==> src/lzsm_pkg.sv <==
`default_nettype none
// ----------------------------------------------------------------------------
// lzsm_pkg
// Shared types and codes for the zone distance store.
// ----------------------------------------------------------------------------
package lzsm_pkg;

	localparam logic       OP_FRAME = 1'b0;
	localparam logic       OP_QUERY = 1'b1;

	localparam logic [1:0] ST_OK    = 2'd0;
	localparam logic [1:0] ST_COORD = 2'd1;
	localparam logic [1:0] ST_RANGE = 2'd2;

	localparam logic [15:0] FAR_MM  = 16'hFFFF;

	// zone index wide enough for the largest store of 64 zones
	typedef logic [5:0] zone_t;

	typedef struct packed {
		logic        op;
		logic [7:0]  start_index;
		logic [15:0] first_mm;
		logic [15:0] second_mm;
		logic [15:0] third_mm;
		logic [7:0]  col_x;
		logic [7:0]  row_y;
	} item_t;

	typedef struct packed {
		logic [15:0] nearest_mm;
		logic [15:0] dot_mm;
		logic [1:0]  status;
	} result_t;

	// classified work handed from front to back
	typedef struct packed {
		logic        op;
		logic [1:0]  status;
		logic [2:0]  wen;
		zone_t       zone;
		logic [15:0] mm0;
		logic [15:0] mm1;
		logic [15:0] mm2;
	} job_t;

endpackage
`default_nettype wire

==> src/lzsm_front.sv <==
`default_nettype none
// ----------------------------------------------------------------------------
// lzsm_front
// Classifies an incoming beat: frame write targets or query zone and status.
// ----------------------------------------------------------------------------
module lzsm_front #(
	parameter int ZONE_COUNT = 64
) (
	input  wire            grid_is_8x8,
	input  lzsm_pkg::item_t item,
	output lzsm_pkg::job_t  job
);
	import lzsm_pkg::*;

	logic [8:0] t0, t1, t2;
	logic [2:0] wen;
	logic       x_out, y_out;
	zone_t      qidx;
	logic       coord_bad;

	always_comb begin
		t0 = {1'b0, item.start_index};
		t1 = t0 + 9'd1;
		t2 = t0 + 9'd2;
		wen[0] = t0 < 9'(ZONE_COUNT);
		wen[1] = t1 < 9'(ZONE_COUNT);
		wen[2] = t2 < 9'(ZONE_COUNT);

		x_out = grid_is_8x8 ? (item.col_x > 8'd7) : (item.col_x > 8'd3);
		y_out = grid_is_8x8 ? (item.row_y > 8'd7) : (item.row_y > 8'd3);
		// mirrored row-major: (side-1-y)*side + (side-1-x)
		qidx = grid_is_8x8 ? {~item.row_y[2:0], ~item.col_x[2:0]}
		                   : {2'b00, ~item.row_y[1:0], ~item.col_x[1:0]};
		coord_bad = x_out || y_out || ({1'b0, qidx} >= 7'(ZONE_COUNT));

		job.op  = item.op;
		job.mm0 = item.first_mm;
		job.mm1 = item.second_mm;
		job.mm2 = item.third_mm;
		if (item.op == OP_FRAME) begin
			job.wen    = wen;
			job.zone   = item.start_index[5:0];
			job.status = (&wen) ? ST_OK : ST_RANGE;
		end else begin
			job.wen    = 3'b000;
			job.zone   = qidx;
			job.status = coord_bad ? ST_COORD : ST_OK;
		end
	end

endmodule
`default_nettype wire

==> src/lzsm_queue.sv <==
`default_nettype none
// ----------------------------------------------------------------------------
// lzsm_queue
// Two-entry queue of classified jobs between front and back.
// ----------------------------------------------------------------------------
module lzsm_queue (
	input  wire            clk,
	input  wire            arst_n,
	input  wire            push,
	input  lzsm_pkg::job_t push_job,
	output logic           full,
	input  wire            pop,
	output logic           head_valid,
	output lzsm_pkg::job_t head_job
);
	import lzsm_pkg::*;

	job_t       slot_q [2];
	logic       wr_ptr_q, rd_ptr_q;
	logic [1:0] count_q;
	logic       do_push, do_pop;

	assign full       = (count_q == 2'd2);
	assign head_valid = (count_q != 2'd0);
	assign head_job   = slot_q[rd_ptr_q];
	assign do_push    = push && !full;
	assign do_pop     = pop && head_valid;

	always_ff @(posedge clk or negedge arst_n) begin
		if (!arst_n) begin
			wr_ptr_q <= 1'b0;
			rd_ptr_q <= 1'b0;
			count_q  <= 2'd0;
		end else begin
			if (do_push) wr_ptr_q <= ~wr_ptr_q;
			if (do_pop) rd_ptr_q <= ~rd_ptr_q;
			count_q <= count_q + 2'(do_push) - 2'(do_pop);
		end
	end

	always_ff @(posedge clk) begin
		if (do_push) slot_q[wr_ptr_q] <= push_job;
	end

endmodule
`default_nettype wire

==> src/lzsm_back.sv <==
`default_nettype none
// ----------------------------------------------------------------------------
// lzsm_back
// Executes jobs: zone writes, dot read, sequential minimum scan, result reg.
// ----------------------------------------------------------------------------
module lzsm_back #(
	parameter int ZONE_COUNT = 64
) (
	input  wire               clk,
	input  wire               arst_n,
	input  wire               grid_is_8x8,
	input  wire               job_valid,
	input  lzsm_pkg::job_t    job,
	output logic              pop,
	output logic              idle,
	output logic              result_valid,
	input  wire               result_ready,
	output lzsm_pkg::result_t result
);
	import lzsm_pkg::*;

	localparam int AW    = $clog2(ZONE_COUNT);
	localparam int LAST8 = ZONE_COUNT - 1;
	localparam int LAST4 = 15;

	typedef enum logic [6:0] {
		S_IDLE  = 7'b0000001,
		S_WRITE = 7'b0000010,
		S_QREAD = 7'b0000100,
		S_QCAP  = 7'b0001000,
		S_SCAN  = 7'b0010000,
		S_DRAIN = 7'b0100000,
		S_OUT   = 7'b1000000
	} state_t;

	state_t          state_q;
	job_t            job_q;
	logic [1:0]      k_q;
	logic [AW-1:0]   scan_idx_q;
	logic [AW-1:0]   scan_last;
	logic            scan_vld_s1;
	logic [15:0]     dot_q;
	logic [15:0]     min_q;
	logic            res_valid_q;
	result_t         res_q;

	logic [15:0]     mem [ZONE_COUNT];
	logic            zvld_q [ZONE_COUNT];
	logic            mem_we;
	logic [AW-1:0]   mem_wa;
	logic [15:0]     mem_wd;
	logic [AW-1:0]   rd_addr;
	logic [15:0]     rd_data_s1;
	logic            rd_vld_s1;
	logic [15:0]     rd_eff;

	assign scan_last    = grid_is_8x8 ? AW'(LAST8) : AW'(LAST4);
	assign pop          = (state_q == S_IDLE) && job_valid;
	assign idle         = (state_q == S_IDLE);
	assign result_valid = res_valid_q;
	assign result       = res_q;
	assign rd_eff       = rd_vld_s1 ? rd_data_s1 : 16'd0;
	assign rd_addr      = (state_q == S_QREAD) ? job_q.zone[AW-1:0] : scan_idx_q;

	always_comb begin
		mem_we = (state_q == S_WRITE) && job_q.wen[k_q];
		mem_wa = job_q.zone[AW-1:0] + AW'(k_q);
		case (k_q)
			2'd0:    mem_wd = job_q.mm0;
			2'd1:    mem_wd = job_q.mm1;
			default: mem_wd = job_q.mm2;
		endcase
	end

	always_ff @(posedge clk) begin
		if (mem_we) mem[mem_wa] <= mem_wd;
		rd_data_s1 <= mem[rd_addr];
	end

	always_ff @(posedge clk or negedge arst_n) begin
		if (!arst_n) begin
			for (int i = 0; i < ZONE_COUNT; i++) zvld_q[i] <= 1'b0;
			rd_vld_s1 <= 1'b0;
		end else begin
			if (mem_we) zvld_q[mem_wa] <= 1'b1;
			rd_vld_s1 <= zvld_q[rd_addr];
		end
	end

	always_ff @(posedge clk or negedge arst_n) begin
		if (!arst_n) begin
			state_q     <= S_IDLE;
			k_q         <= 2'd0;
			scan_idx_q  <= '0;
			scan_vld_s1 <= 1'b0;
			res_valid_q <= 1'b0;
		end else begin
			scan_vld_s1 <= (state_q == S_SCAN);
			if ((state_q == S_OUT) && (!res_valid_q || result_ready)) begin
				res_valid_q <= 1'b1;
			end else if (result_ready) begin
				res_valid_q <= 1'b0;
			end
			case (state_q)
				S_IDLE: begin
					k_q        <= 2'd0;
					scan_idx_q <= '0;
					if (job_valid) begin
						if (job.op == OP_FRAME)     state_q <= S_WRITE;
						else if (job.status != ST_OK) state_q <= S_SCAN;
						else                          state_q <= S_QREAD;
					end
				end
				S_WRITE: begin
					k_q <= k_q + 2'd1;
					if (k_q == 2'd2) state_q <= S_SCAN;
				end
				S_QREAD: state_q <= S_QCAP;
				S_QCAP:  state_q <= S_SCAN;
				S_SCAN: begin
					scan_idx_q <= scan_idx_q + AW'(1);
					if (scan_idx_q == scan_last) state_q <= S_DRAIN;
				end
				S_DRAIN: state_q <= S_OUT;
				S_OUT: begin
					if (!res_valid_q || result_ready) begin
						state_q <= S_IDLE;
					end
				end
				default: state_q <= S_IDLE;
			endcase
		end
	end

	always_ff @(posedge clk) begin
		if (pop) begin
			job_q <= job;
			dot_q <= 16'd0;
			min_q <= FAR_MM;
		end else begin
			if (state_q == S_QCAP) dot_q <= rd_eff;
			if (scan_vld_s1 && (rd_eff < min_q)) min_q <= rd_eff;
		end
		if ((state_q == S_OUT) && (!res_valid_q || result_ready)) begin
			res_q.nearest_mm <= min_q;
			res_q.dot_mm     <= dot_q;
			res_q.status     <= job_q.status;
		end
	end

	a_err_no_dot: assert property (@(posedge clk) disable iff (!arst_n)
		(res_valid_q && (res_q.status != ST_OK)) |-> (res_q.dot_mm == 16'd0))
		else $error("error result carries a dot distance");

	a_scan_bound: assert property (@(posedge clk) disable iff (!arst_n)
		(state_q == S_SCAN) |-> (scan_idx_q <= scan_last))
		else $error("scan index past active zones");

	a_out_after_drain: assert property (@(posedge clk) disable iff (!arst_n)
		(state_q == S_OUT) |-> ($past(state_q) == S_DRAIN || $past(state_q) == S_OUT))
		else $error("result stage entered without finished scan");

	a_scan_pipe: assert property (@(posedge clk) disable iff (!arst_n)
		scan_vld_s1 |-> ($past(state_q) == S_SCAN))
		else $error("scan data flagged outside scan");

endmodule
`default_nettype wire

==> src/lidar_zone_store_min_core.sv <==
`default_nettype none
// ----------------------------------------------------------------------------
// lidar_zone_store_min_core
// Zone distance store with dot query and nearest-zone report.
// ----------------------------------------------------------------------------
// Active zones: 16 on the 4x4 grid, ZONE_COUNT (64 by default) on the 8x8 grid.
// Jobs run one at a time; each ends with a scan of all active zones, one zone per cycle.
// Two-entry job queue plus result register decouple input and output.
// Grid select write waits until no job is queued or executing.
// Reset clears grid select to 4x4, zone valid bits (all zones read 0), queue.
module lidar_zone_store_min_core #(
	parameter int ZONE_COUNT = 64
) (
	input  wire               clk,
	input  wire               arst_n,
	input  wire               item_valid,
	output logic              item_ready,
	input  lzsm_pkg::item_t   item,
	output logic              result_valid,
	input  wire               result_ready,
	output lzsm_pkg::result_t result,
	input  wire               cfg_valid,
	output logic              cfg_ready,
	input  wire               cfg_data
);
	import lzsm_pkg::*;

	logic  grid_q;
	job_t  front_job;
	job_t  head_job;
	logic  q_full, head_valid, pop;
	logic  back_idle;

	assign cfg_ready  = back_idle && !head_valid;
	assign item_ready = !q_full && !(cfg_valid && cfg_ready);

	always_ff @(posedge clk or negedge arst_n) begin
		if (!arst_n) begin
			grid_q <= 1'b0;
		end else if (cfg_valid && cfg_ready) begin
			grid_q <= cfg_data;
		end
	end

	lzsm_front #(.ZONE_COUNT(ZONE_COUNT)) u_front (
		.grid_is_8x8 (grid_q),
		.item        (item),
		.job         (front_job)
	);

	lzsm_queue u_queue (
		.clk        (clk),
		.arst_n     (arst_n),
		.push       (item_valid && item_ready),
		.push_job   (front_job),
		.full       (q_full),
		.pop        (pop),
		.head_valid (head_valid),
		.head_job   (head_job)
	);

	lzsm_back #(.ZONE_COUNT(ZONE_COUNT)) u_back (
		.clk          (clk),
		.arst_n       (arst_n),
		.grid_is_8x8  (grid_q),
		.job_valid    (head_valid),
		.job          (head_job),
		.pop          (pop),
		.idle         (back_idle),
		.result_valid (result_valid),
		.result_ready (result_ready),
		.result       (result)
	);

endmodule
`default_nettype wire

==> config.mk <==
export PLATFORM = sky130hd
export DESIGN_NAME = lidar_zone_store_min_core
export DESIGN_NICKNAME = d
export VERILOG_FILES = /design/src/lzsm_pkg.sv /design/src/lzsm_front.sv /design/src/lzsm_queue.sv /design/src/lzsm_back.sv /design/src/lidar_zone_store_min_core.sv
export SDC_FILE = /design/constraint.sdc
export NUM_CORES = 2
export LEC_CHECK = 0
export BUFFER_PORTS_ARGS = -buffer_cell sky130_fd_sc_hd__buf_4
export CORE_MARGIN = 2
export CORE_UTILIZATION = 39
export CTS_CLUSTER_SIZE = 24
export DETAILED_ROUTE_END_ITERATION = 7
export GPL_TIMING_DRIVEN = 0
export PLACE_DENSITY = 0.6
export SYNTH_ARGS = -nofsm -noshare
export SYNTH_HDL_FRONTEND = slang
export SYNTH_SLANG_ARGS = --single-unit
==> constraint.sdc <==
create_clock -name clk -period 8.6 [get_ports clk]
set_input_delay 2.58 -clock clk [delete_from_list [all_inputs] [get_ports clk]]
set_output_delay 2.58 -clock clk [all_outputs]
set_load 0.005 [all_outputs]
==> results.md <==
- The die outline height is ~380 um.
- The routability congestion estimate is 0.990.
- The accumulated negative setup slack is 0 ns.
- The number of antenna violations at the first check in global routing is 10.
- Of the available clock period, the critical path in the final layout requires 67.2%.
- The root buffer cell is sky130_fd_sc_hd__clkbuf_16.
- The TritonCTS buffer count is 141.
- The most frequently used flop master after synthesis is sky130_fd_sc_hd__edfxtp_1.
- Once the floorplan was initialized, standard cells occupied approximately two fifths of the core.
- In the post-synthesis netlist, the biggest area contributors are sky130_fd_sc_hd__edfxtp_1, sky130_fd_sc_hd__dfrtp_1, sky130_fd_sc_hd__mux2_2, sky130_fd_sc_hd__o21ai_0, sky130_fd_sc_hd__mux2i_1.
- The slew at the pin closest to its max-slew limit is around 1.4 ns.
- The horizontal die dimension is between 300 and 400 um.
- The count of buffers added by post-CTS timing repair for setup is 0.
- The number of flops mapped to enable cells by yosys is approximately 1200.
- The number of global-route vias before repair came to about 36000.
- For this block, the initial DRC count from the detailed router was between 5000 and 6000.
- The flip-flop and latch count after synthesis is roughly 1400.
- The detailed-route wire length is 181 mm.
- The power per cell area is approximately 350 nW/um^2.
- Summing over every cut layer, the via total after detailed routing is between 30000 and 40000.
- The reg-to-reg startpoint is u_back.state_q[6].
- For this run, the post-layout net count is 4397.
- The highest net fanout along the worst path is 3.
- The number of gates resized after CTS is 0.
- The via-per-instance ratio is 5.91.
- The final clock skew is 0.0286 ns.
- The static leakage is 0.0228 uW.
- The share of the Yosys chip area taken by registers is approximately 70%.
- approximately 120 I/O pins were placed.
- The path category of the worst min-delay check is reg -> reg.
- The async set-or-reset flop fraction in the synthesized netlist is 6.34%.
- The number of hold buffers added after CTS was 0.
- Timing would allow up to between 150 and 200 MHz.
- Once layout is complete, the utilization of the core stands at a little under half.
- The detailed-route wire length per cell is 28.6 um.
- The kind of cell with the highest combined delay on the critical path is simple AND/OR/NAND/NOR gates.
- Measured against its own limit, the worst slew margin works out to under 10%.
- By count the netlist is led by sky130_fd_sc_hd__edfxtp_1, sky130_fd_sc_hd__nand2_1, sky130_fd_sc_hd__o21ai_0, sky130_fd_sc_hd__nand3_1, sky130_fd_sc_hd__nor2_1.
- The count of standard-cell rows is about 140.
- For this design, the slowest cell found on the critical path is sky130_fd_sc_hd__or2_2.
- The run finished with clean final reports.
- The count of pins over their slew limit was 0.
- In this design, the stage delay of the slowest critical-path cell is roughly 0.32 ns.
- In this run the deepest clock path goes through 3 buffers.
- The synthesized cell area is 56400 um^2.
- For this run the aggregate overflow at the end of global routing stands at 0.
- The die covers roughly 150000 um^2.
- The net count after synthesis is about 4100.
- The post-CTS clock slew at the launch and capture registers of the worst setup and hold paths is approximately 0.06 ns.
- The first TritonRoute pass finished after 8 iterations.
- Entering global routing, the biggest net connects 65 pins.
- Setup violations remaining at the end of the flow were counted as 0.
- The CTS tree is built.
- The startpoint kind of the worst setup timing path is an input port.
- The leading cell type by number of instances after synthesis is sky130_fd_sc_hd__edfxtp_1.
- The final hold violation count is 0.
- The required arrival time at the worst endpoint is around 6 ns.
- Traced cell by cell, the critical path runs through buf_4 -> a21oi_1 -> or2_2 -> buf_4.
- The worst path buffer plus inverter count is 2.
- The critical path is of the in -> out type.
- The core region area is 144000 um^2.
- The DRC violation count after routing is 0.
- After technology mapping, the gate count stands at between 3000 and 4000.
- The global-route wire length before repair is 254 mm.
- Compared with the post-synthesis result, the final layout area differs by 16.7%.
- Tracing the worst setup path back leads to its startpoint at cfg_valid.
- For the worst-skew pair, the clock arrives at the later sink with an insertion delay of about 0.8 ns.
- The startpoint identified for the worst hold timing path is u_back.job_q[57].
- The share of cells above drive strength 1 is between 10% and 20%.
- Global routing used 24.0% of the available tracks.
- The quantity of I/O buffers inserted on ports is approximately 120.
- The share of synthesized area in the top cell type comes to roughly two thirds.
- The max capacitance violation total is 0.
- The detail route stage leaves a number of antenna-violating nets equal to 0.
- After legalization and detailed placement, the total HPWL measured approximately 120 mm.
- The mean instance size in the synthesized netlist is roughly 14 um^2.
- The TritonCTS sink count is around 1400.
- The distinct cell type count of the synthesized netlist is approximately 80.
- During synthesis, Yosys emitted a total of 0 warnings.
- The worst-case IR drop observed on VDD is approximately 0.42 mV.
- The kind of end point of the critical path is a primary output.
- The cell type with the highest occurrence count on the critical path is sky130_fd_sc_hd__buf_4.
- The worst path needs ~5.8 ns of the cycle, external delays included.
- The arrival time of the worst setup path is about 3.2 ns.
- Setup repair after global routing left no endpoint under its margin.
- The H-tree was split into 4 levels.
- The largest area contributor in the netlist is sky130_fd_sc_hd__edfxtp_1.
==> power by group <==
part	internal [uW]	switching (uW)
registers	9410	217
clock network	3370	2590
logic	1870	5690
total	14700	8490
==> area by class of cell <==
cell class	count	area, um^2
sequential	1372	40300
tap	1903	2380
multi-input combinational	2246	15000
buffer	293	1280
clock buffer	196	3870
antenna	4	10.0
timing repair buffer	191	2290
fill	12700	77800
inverter	49	184
clock inverter	66	591
==> path summary, 6_finish.rpt <==
| path | end | cells after the start | slack (ns) |
|---|---|---|---|
| worst max-delay path | item_ready | 4 | 2.82 |
| worst min-delay path | u_back.result[0] | 0 | 0.40 |
| worst max register to register | u_back.rd_data_s1[8] | 11 | 3.20 |
| worst min register to register | u_back.result[0] | 0 | 0.40 |
| max in group asynchronous | u_back.zvld_q[35] | 2 | 6.14 |
| min in group asynchronous | u_back.zvld_q[31] | 1 | 1.72 |
==> cell families after synthesis <==
kind of cell | share of synthesized area (%)
DFF | 71.4
adders and majority gates | 0.546
buffers and inverters | 2.59
xor gates and xnor gates | 0.202
AOI/OAI and AO/OA | 10.8
and+or+nand+nor | 9.11
muxes | 5.32
==> state kept, by name, summed over array words and instances, names as in the netlist <==
signal               cells
u_back.result_valid      1
u_back.min_q            16
u_queue.rd_ptr_q         1
u_back.zvld_q           64
u_back.rd_vld_s1         1
u_back.job_q            59
u_back.scan_vld_s1       1
u_back.rd_data_s1       16
u_back.dot_q            16
u_back.mem            1024
u_back.state_q           7
u_back.k_q               2
u_back.result           34
u_queue.wr_ptr_q         1
grid_q                   1
u_queue.slot_q         120
u_queue.count_q          2
u_back.scan_idx_q        6
==> placed cells by master (no fill, tap or decap), drive strengths merged, types with 8 or more instances in the layout <==
cell	netlist	final
clkbuf	189	385
a21o	8	8
o22a	17	17
a22oi	118	118
a2111oi	35	35
ha	23	23
and4	20	20
nand2	289	289
nand3	223	223
mux2i	112	112
nor4	10	10
nor2	195	195
clkinv	1	51
o22ai	57	57
a32oi	68	68
o21ai	231	231
and3	54	54
buf	104	295
o211ai	17	17
nand4	15	15
o2111ai	77	77
dfxtp	48	48
inv	48	57
a211o	52	52
dfrtp	86	86
nand2b	139	139
a211oi	70	70
or2	67	67
a21oi	120	120
mux2	166	166
edfxtp	1237	1237
xnor2	8	8
==> worst reg2reg max path, cell delays in order (launching register included) <==
cell                        delay (ns)
sky130_fd_sc_hd__dfrtp_1          0.35
sky130_fd_sc_hd__buf_2            0.17
sky130_fd_sc_hd__nor3_2           0.45
sky130_fd_sc_hd__clkbuf_1         0.82
sky130_fd_sc_hd__nand4b_1         0.17
sky130_fd_sc_hd__o31ai_1          0.40
sky130_fd_sc_hd__buf_2            0.47
sky130_fd_sc_hd__clkbuf_1         0.76
sky130_fd_sc_hd__a32oi_1          0.27
sky130_fd_sc_hd__o2111ai_1        0.46
sky130_fd_sc_hd__and4_1           0.52
sky130_fd_sc_hd__nand4_1          0.33
==> per-layer routing <==
| layer | share of wire, % | up-vias | wire [um] | track usage, % |
|---|---|---|---|---|
| met3 | 11 | 375 | 20000 | 5.84 |
| met4 | 4.8 | 6 | 8680 | 11.1 |
| met2 | 45 | 2205 | 80600 | 36.3 |
| li1 | - | 16000 | - | - |
| met1 | 39 | 18800 | 71300 | 32.7 |
| met5 | 0.020 | - | 37 | 0 |
==> stage by stage <==
step / power, uW / cells / hold WS, ns / worst slack, ns / area (um^2)
final: 23100 / 6320 / 0.397 / 2.82 / 65800
after global routing: 23800 / 6316 / 0.407 / 2.80 / 65800
after CTS: 23000 / 6316 / 0.402 / 2.82 / 65800
after detailed placement: 17200 / 6054 / 0.407 / 2.82 / 61400
after global placement: 16900 / 5978 / 0.403 / 0.944 / 59600
after floorplan: 13400 / 3960 / 0.400 / 2.71 / 56400
Power figures use the tool's default switching activity.
